===== config.mk =====
export PLATFORM = sky130hd
export DESIGN_NAME = sbe_alu
export DESIGN_NICKNAME = d
export VERILOG_FILES = /design/src/sbe_pkg.sv /design/src/sbe_alu.sv
export SDC_FILE = /design/constraint.sdc
export NUM_CORES = 1
export LEC_CHECK = 0
export BUFFER_PORTS_ARGS = -buffer_cell sky130_fd_sc_hd__buf_2
export CAP_MARGIN = 20
export CORE_UTILIZATION = 35
export DETAILED_ROUTE_END_ITERATION = 12
export PLACE_DENSITY_LB_ADDON = 0.05
export SYNTH_ARGS = -nofsm -noshare
export SYNTH_HDL_FRONTEND = slang
export SYNTH_SLANG_ARGS = --single-unit

===== constraint.sdc =====
create_clock -name i_clk -period 6.62 [get_ports i_clk]
set_clock_uncertainty 0.15 [all_clocks]
set_input_delay 0.993 -clock i_clk [delete_from_list [all_inputs] [get_ports i_clk]]
set_output_delay 0.993 -clock i_clk [all_outputs]
set_load 0.03 [all_outputs]

===== src/sbe_pkg.sv =====
// Shared types and constants for the stack bytecode executor.
// Holds opcodes, status codes, ALU request/response and the channel words.
// No dependencies.
package sbe_pkg;

    localparam int STACK_DEPTH_DEF  = 256;
    localparam int REG_COUNT_DEF    = 16;
    localparam int PROGRAM_SIZE_DEF = 65536;

    // opcodes
    localparam logic [3:0] OP_NOP   = 4'd0;
    localparam logic [3:0] OP_PUSH  = 4'd1;
    localparam logic [3:0] OP_POP   = 4'd2;
    localparam logic [3:0] OP_LOAD  = 4'd3;
    localparam logic [3:0] OP_STORE = 4'd4;
    localparam logic [3:0] OP_JMP   = 4'd5;
    localparam logic [3:0] OP_JZ    = 4'd6;
    localparam logic [3:0] OP_JNZ   = 4'd7;
    localparam logic [3:0] OP_ADD   = 4'd8;
    localparam logic [3:0] OP_SUB   = 4'd9;
    localparam logic [3:0] OP_MUL   = 4'd10;
    localparam logic [3:0] OP_DIV   = 4'd11;
    localparam logic [3:0] OP_PRINT = 4'd12;
    localparam logic [3:0] OP_STOP  = 4'd13;

    // status codes
    localparam logic [3:0] ST_OK      = 4'd0;
    localparam logic [3:0] ST_STOP    = 4'd1;
    localparam logic [3:0] ST_OVER    = 4'd2;
    localparam logic [3:0] ST_UNDER   = 4'd3;
    localparam logic [3:0] ST_BADREG  = 4'd4;
    localparam logic [3:0] ST_BADTGT  = 4'd5;
    localparam logic [3:0] ST_DIV0    = 4'd6;
    localparam logic [3:0] ST_INVALID = 4'd7;
    localparam logic [3:0] ST_HALTED  = 4'd8;

    // instruction lengths in bytes
    localparam logic [15:0] LEN_ONE  = 16'd1;
    localparam logic [15:0] LEN_MEM  = 16'd2;
    localparam logic [15:0] LEN_JUMP = 16'd3;
    localparam logic [15:0] LEN_PUSH = 16'd5;

    // ALU operations
    localparam logic [1:0] ALU_ADD = 2'd0;
    localparam logic [1:0] ALU_SUB = 2'd1;
    localparam logic [1:0] ALU_MUL = 2'd2;
    localparam logic [1:0] ALU_DIV = 2'd3;

    typedef struct packed {
        logic        start;
        logic [1:0]  op;
        logic [31:0] a;
        logic [31:0] b;
    } t_alu_req;

    typedef struct packed {
        logic        done;
        logic [31:0] result;
    } t_alu_rsp;

    typedef struct packed {
        logic [3:0]         mode;
        logic signed [31:0] push_value;
        logic [15:0]        operand_index;
    } t_in_word;

    typedef struct packed {
        logic [3:0]         status;
        logic [15:0]        next_address;
        logic               print_valid;
        logic signed [31:0] print_value;
    } t_out_word;

endpackage


===== src/sbe_alu.sv =====
// Iterative 32-bit ALU: add, sub, shift-add multiply, restoring signed divide.
// One 33-bit adder serves every step. Uses sbe_pkg.
module sbe_alu
    import sbe_pkg::*;
(
    input  logic     i_clk,
    input  logic     i_rst_n,
    input  t_alu_req i_req,
    output t_alu_rsp o_rsp
);

    localparam int STEPS = 32;
    localparam int CW    = $clog2(STEPS);

    localparam logic [2:0] A_IDLE = 3'd0;
    localparam logic [2:0] A_ADD  = 3'd1;
    localparam logic [2:0] A_MUL  = 3'd2;
    localparam logic [2:0] A_NEGA = 3'd3;
    localparam logic [2:0] A_NEGB = 3'd4;
    localparam logic [2:0] A_DIV  = 3'd5;
    localparam logic [2:0] A_FIX  = 3'd6;

    logic [2:0]    r_state;
    logic [1:0]    r_op;
    logic [31:0]   r_a;
    logic [31:0]   r_b;
    logic [31:0]   r_acc;
    logic [CW-1:0] r_cnt;
    logic          r_neg;
    logic          r_done;
    logic [31:0]   r_res;

    logic [32:0] ad_x;
    logic [32:0] ad_y;
    logic        ad_ci;
    logic [33:0] ad_sum;
    logic        last;

    assign ad_sum = {1'b0, ad_x} + {1'b0, ad_y} + 34'(ad_ci);
    assign last   = (r_cnt == CW'(STEPS - 1));

    // operand select for the shared adder
    always_comb begin
        ad_x  = {1'b0, r_a};
        ad_y  = '0;
        ad_ci = 1'b0;
        unique case (r_state)
            A_ADD: begin
                ad_y  = (r_op == ALU_SUB) ? {1'b0, ~r_b} : {1'b0, r_b};
                ad_ci = (r_op == ALU_SUB);
            end
            A_MUL: begin
                ad_x = {1'b0, r_acc};
                ad_y = {1'b0, r_a};
            end
            A_NEGA, A_FIX: begin
                ad_x  = {1'b0, ~r_a};
                ad_ci = 1'b1;
            end
            A_NEGB: begin
                ad_x  = {1'b0, ~r_b};
                ad_ci = 1'b1;
            end
            A_DIV: begin
                // trial subtract of divisor from shifted remainder
                ad_x  = {r_acc, r_a[31]};
                ad_y  = ~{1'b0, r_b};
                ad_ci = 1'b1;
            end
            default: begin
            end
        endcase
    end

    always_ff @(posedge i_clk) begin
        if (!i_rst_n) begin
            r_state <= A_IDLE;
            r_done  <= 1'b0;
        end else begin
            r_done <= 1'b0;
            unique case (r_state)
                A_IDLE: begin
                    if (i_req.start) begin
                        r_op  <= i_req.op;
                        r_a   <= i_req.a;
                        r_b   <= i_req.b;
                        r_acc <= '0;
                        r_cnt <= '0;
                        r_neg <= i_req.a[31] ^ i_req.b[31];
                        unique case (i_req.op)
                            ALU_ADD, ALU_SUB: r_state <= A_ADD;
                            ALU_MUL:          r_state <= A_MUL;
                            ALU_DIV:          r_state <= A_NEGA;
                            default:          r_state <= A_IDLE;
                        endcase
                    end
                end
                A_ADD: begin
                    r_res   <= ad_sum[31:0];
                    r_done  <= 1'b1;
                    r_state <= A_IDLE;
                end
                A_MUL: begin
                    if (r_b[0]) begin
                        r_acc <= ad_sum[31:0];
                    end
                    r_a   <= {r_a[30:0], 1'b0};
                    r_b   <= {1'b0, r_b[31:1]};
                    r_cnt <= r_cnt + CW'(1);
                    if (last) begin
                        r_res   <= r_b[0] ? ad_sum[31:0] : r_acc;
                        r_done  <= 1'b1;
                        r_state <= A_IDLE;
                    end
                end
                A_NEGA: begin
                    if (r_a[31]) begin
                        r_a <= ad_sum[31:0];
                    end
                    r_state <= A_NEGB;
                end
                A_NEGB: begin
                    if (r_b[31]) begin
                        r_b <= ad_sum[31:0];
                    end
                    r_state <= A_DIV;
                end
                A_DIV: begin
                    // carry out set means no borrow: quotient bit is 1
                    r_acc <= ad_sum[33] ? ad_sum[31:0] : {r_acc[30:0], r_a[31]};
                    r_a   <= {r_a[30:0], ad_sum[33]};
                    r_cnt <= r_cnt + CW'(1);
                    if (last) begin
                        r_state <= A_FIX;
                    end
                end
                A_FIX: begin
                    r_res   <= r_neg ? ad_sum[31:0] : r_a;
                    r_done  <= 1'b1;
                    r_state <= A_IDLE;
                end
                default: r_state <= A_IDLE;
            endcase
        end
    end

    assign o_rsp.done   = r_done;
    assign o_rsp.result = r_res;

endmodule


# Word-level counts from Yosys, hierarchy flattened
# Index checks and enable logic that the tools add are counted.
# word_totals
register_bits	140
inputBits	69
elab_cells	81
# classes
addsub	3
eq_ne	16
mux	26
n_bitwise	4
n_reduce_logical	21
# ops
op	count
$mux 32	10
$pmux 32 s3	3
$pmux 33 s4	1
$pmux 32 s4	1
$pmux 33 s3	1
$not 32->32	2
$add 33x33->34	1
$add 34x1->34	1
$not 32->33	1
$reduce_and 3->1	7
$pmux 3 s5	1
$ne 2x2->1 const B	5
$pmux 5 s2	1
$eq 3x3->1 const B	3
$mux 3	3
$pmux 3 s3	1
$reduce_bool 3->1	3
$reduce_and 4->1	2
$reduce_or 2->1	4
$eq 3x2->1 const B	2
$add 5x1->5 const B	1
$eq 5x5->1 const B	1
$mux 5	1
$eq 2x1->1 const B	2
other kinds (10)	12

# Logic depth before layout (Yosys ltp)
# logic_depth
word_depth	8
ltp_mapped	18
depth_no_buf	16

# Least setup slack after synthesis
# OpenSTA, ideal clock, no wires.
# synth_path
path_type	register to register
start	reg r_state[0]
end	reg r_b[30], data pin
setup_time_ns	0.261
t_arrival_ns	4.354
setup_slack_ns	1.855
stages_incl_launch_ff	17
n_path_buf	4
synth_period_minus_slack_ns	4.765
path_cell_list	dfxtp_1 -> clkbuf_1 -> clkbuf_1 -> buf_1 -> xnor2_1 -> mux4_2 -> ha_1 -> buf_2 -> nand2_1 -> or3_1 -> nor4_1 -> nand2_1 -> a311o_1 -> o31a_1 -> xor2_1 -> o41ai_1 -> a221o_1
# synth_between
elab_chain_len	7
word_cells_on_any_way	16
classes_between	add/sub (2); eq/ne (6); mux (5); reduce/logical (3)
# synth_rtl
element	line_no	text
start: declaration	sbe_alu.sv:23	logic [2:0] r_state;
start signal: assignment	sbe_alu.sv:77	r_state <= A_IDLE;
start signal: assignment	sbe_alu.sv:91	ALU_ADD, ALU_SUB: r_state <= A_ADD;
start signal: assignment	sbe_alu.sv:92	ALU_MUL: r_state <= A_MUL;
$eq 3x2->1 or $eq 3x3->1 (tied branches)	sbe_alu.sv:47	unique case (r_state)
$reduce_or 2->1	sbe_alu.sv:47	
$pmux 33 s4	sbe_alu.sv:47	
$add 33x33->34	sbe_alu.sv:39	assign ad_sum = {1'b0, ad_x} + {1'b0, ad_y} + 34'(ad_ci);
$add 34x1->34	sbe_alu.sv:39	
$mux 32	sbe_alu.sv:123	if (r_b[31]) begin
$pmux 32 s3 (*)	sbe_alu.sv:81	unique case (r_state)
end signal: assignment	sbe_alu.sv:86	r_b <= i_req.b;
end signal: assignment	sbe_alu.sv:108	r_b <= {1'b0, r_b[31:1]};
end signal: assignment	sbe_alu.sv:124	r_b <= ad_sum[31:0];
end: declaration	sbe_alu.sv:26	logic [31:0] r_b;
# Mark *: on every way between the ends. The rest lies on a longest branch, timed or not. The select of a mux whose other input is x is not followed.
# A chain may end at the register's enable or synchronous reset.

# Worst setup path in the final report
# layout_path
start	reg r_state[0]
end	reg r_res[18], data pin
# layout_between
elab_chain_len	8
word_cells_on_any_way	17
classes_between	add/sub (2); eq/ne (6); mux (7); reduce/logical (2)
# layout_rtl
element	line_no	text
$eq 3x2->1 or $eq 3x3->1 (tied branches)	sbe_alu.sv:47, sbe_alu.sv:81	
$reduce_or 2->1	sbe_alu.sv:47	
$pmux 33 s4	sbe_alu.sv:47	
$add 33x33->34	sbe_alu.sv:39	
$add 34x1->34	sbe_alu.sv:39	
$mux 32	-	
$mux 32	sbe_alu.sv:110	if (last) begin
$pmux 32 s3 (*)	sbe_alu.sv:81	
end signal: assignment	sbe_alu.sv:99	r_res <= ad_sum[31:0];
end signal: assignment	sbe_alu.sv:111	r_res <= r_b[0] ? ad_sum[31:0] : r_acc;
end signal: assignment	sbe_alu.sv:138	r_res <= r_neg ? ad_sum[31:0] : r_a;
end: declaration	sbe_alu.sv:31	logic [31:0] r_res;
# Marks and branches as above.

==> metrics <==
status finished, violations left; failing checks DRC; Post-DP HPWL 26100 um; CTS buffer count 17; # port buffers 101; DRT iter0 DRCs around 1000; post-route minimum period 5.85 ns; Sw Ratio 0.356; CTS tree built; Max Freq roughly 0.17 GHz; GPL Wtd Cong slightly above 0.8; most common cell in the synthesized netlist edfxtp_1; sequential area share after synthesis 0.376; Worst setup EP type register; crit path launch type register; Peak supply drop 0.182 mV; post-route ant nets 0; Worst EP required roughly 6.7 ns; drt pass-1 iters 10; synth top area cells edfxtp_1, mux4_2, ha_1; antenna violations before repair 1; Vias/cell between 6 and 7; Synth area leader edfxtp_1; share of the synthesized area in the top cell type 0.369; Logic pwr share 0.310; Synth Area in Adders 0.0421; final hold vios 0; Max Slew Vio Count 0; global route total overflow 0; Root Driver clkbuf_16; Row Count 64; worst min-delay path class reg -> reg; pre-CTS setup slack 0.781 ns; clk_lat worst skew between 0.4 and 0.5 ns; die area 32300 um2; post_cts resized 0; Commonest cells post-synth edfxtp_1, nand2_1, nor2_1, o21ai_0, a21oi_1; clk sink count 140; Initial Util 0.359; IO Pins between 100 and 150; RSZ-0062 raised after global routing no; Synth Area in Compound Gates 0.249; Crit Path Max Fanout 73; crit share post-route 0.884; worst rel slew slack 0.213; All-Layer GR Usage 0.251; Routed WL per cell approximately 25 um; Design Area, Final approximately 13000 um2; Slew @ Worst Pin 1.18 ns; antenna fix cells 0; switching power about 1.1 mW; simple-gate share of the synthesized area 0.117; pwr dens 248 nW/um2; post-CTS setup repair buffer count 0; layout cells sized above 1 0.196; largest family of logic cells by synthesized area compound AO/OA/AOI/OAI gates; Hold Buf Count CTS 0; CTS clk-pin slew, worst paths ~0.070 ns; Synth async-reset ratio 0; syn nets roughly 1300; internal power 2.01 mW; Final #Nets approximately 1300; WL final ~40000 um; Cell Area, Synth 11100 um2; Seq pwr share 0.372; DRC viols 7; Post-Synth XOR/XNOR Area 0.0491; Clock Power Share 0.318; Die Ht about 180 um; core area between 30000 and 40000 um2; Longest Clk Path Bufs 2; placed cell areas approximately 12000 um2; number of setup violations in the final report 0; Yosys cell types 76; fraction of synthesized area in multiplexers 0.115; Area growth, synth to finish 13.9%; Die W 180 um; number of global-route vias before repair 9305; largest net degree at the start of global routing 74; Post-Syn Instances roughly 1100; Worst Setup Path Type reg -> reg; max_cap viols 0; Mean Syn Cell Area between 9 and 10 um2; Ys Warns 0; via count 9692; first-pass GRT wire length about 60000 um; H-tree depth 4; Fin Setup TNS 0 ns; FF+latch count, synth 140; final worst slack around 0.77 ns; Lkg Pwr about 4.7 nW; CP Data Arrival Time approximately 5.9 ns; EDFF count, synth around 140; Synth Flop Type edfxtp_1
stage by stage:
step | std cells | hold WS, ns | util | total power [mW]
after floorplan | 1148 | 0.411 | - | 1.84
after global placement | 1581 | 0.434 | 0.389 | 2.13
after detailed placement | 1582 | 0.434 | 0.389 | 2.13
after CTS | 1614 | 0.443 | 0.408 | 3.13
after global routing | 1615 | 0.480 | 0.409 | 3.28
final | 1615 | 0.440 | 0.409 | 3.12
cell usage in the layout (no fill, tap or decap), types with 4 or more instances in the layout:
master     count
mux2i_1       29
a211oi_1       5
a22oi_1       48
mux2_2        23
nand2_1      111
nand3_1        9
nor2b_1       10
nand4_1        4
o21ai_0       76
o22ai_1       12
buf_2        101
a21oi_1       66
xor2_1        17
and2_1         6
mux4_2        32
and3_1         9
o21ai_1       19
a222oi_1      34
nor3_1         8
clkbuf_16     17
o211ai_1      24
o21bai_1       4
a221o_1       36
edfxtp_1     136
o21a_1         8
xnor2_1       45
inv_1         57
a21o_1        11
ha_1          34
nand2b_1       5
buf_4         22
nor2_1       107
state kept, by name, summed over array words and instances, names as in the netlist:
register,cells
r_cnt,5
r_op,2
r_done,1
r_a,32
r_acc,32
r_res,32
r_b,32
r_state,3
r_neg,1
kinds of logic (layout without fill, tap and decap cells):
logic type               after synthesis  in the layout
XOR/XNOR                              62             62
AND/OR/NAND/NOR                      293            293
buffers and inverters                145            216
AO/OA/AOI/OAI                        388            388
adder cells (fa/ha/maj)               36             36
flip-flops                           140            140
multiplexers                          84             84
power groups by stage:
stage / sequential (mW) / clock [mW] / combinational [mW]
5_1_grt: 1.17 / 1.04 / 1.06
2_1_floorplan: 1.16 / 0 / 0.683
6_report: 1.16 / 0.993 / 0.969
3_3_place_gp: 1.18 / 0 / 0.953
3_5_place_dp: 1.18 / 0 / 0.958
4_1_cts: 1.16 / 1.01 / 0.965
area by class of cell:
cell class | count | area (um2)
Inverter | 58 | 218
Fill cell | 3006 | 18200
Clock buffer | 18 | 429
Tap cell | 396 | 495
Sequential cell | 140 | 4170
Clock inverter | 14 | 145
Timing Repair Buffer | 126 | 738
Multi-Input combinational cell | 863 | 6400
worst paths after layout:
kind / startpoint / to / slack (ns) / cells after the start
hold reg to reg: r_cnt[0]$_SDFFCE_PN0P_ / r_cnt[0]$_SDFFCE_PN0P_ / 0.44 / 1
setup reg to reg: r_state[0]$_SDFFE_PN0P_ / r_res[18]$_DFFE_PP_ / 0.77 / 15
setup / recovery: r_state[0]$_SDFFE_PN0P_ / r_res[18]$_DFFE_PP_ / 0.77 / 15
hold / removal: r_cnt[0]$_SDFFCE_PN0P_ / r_cnt[0]$_SDFFCE_PN0P_ / 0.44 / 1
metal layers:
layer	wire length (um)	vias to the layer above	GRT usage
met5	13	-	0
met3	2590	53	0.0444
li1	-	4548	-
met1	18500	4715	0.351
met4	911	2	0.0814
met2	18200	374	0.391
worst max-delay path, stage by stage (launching register included):
cell,delay (ns)
dfxtp_4,0.82
nor2b_1,0.28
nand2_1,0.16
nor2_2,0.68
a221oi_1,0.23
fa_1,0.47
inv_1,0.09
fa_1,0.24
a21o_1,0.15
a221oi_1,0.13
o311ai_2,0.56
nor4b_1,0.60
nor4_1,0.15
or3b_2,0.49
a22oi_1,0.21
o221ai_1,0.15
Power figures use the tool's default switching activity.
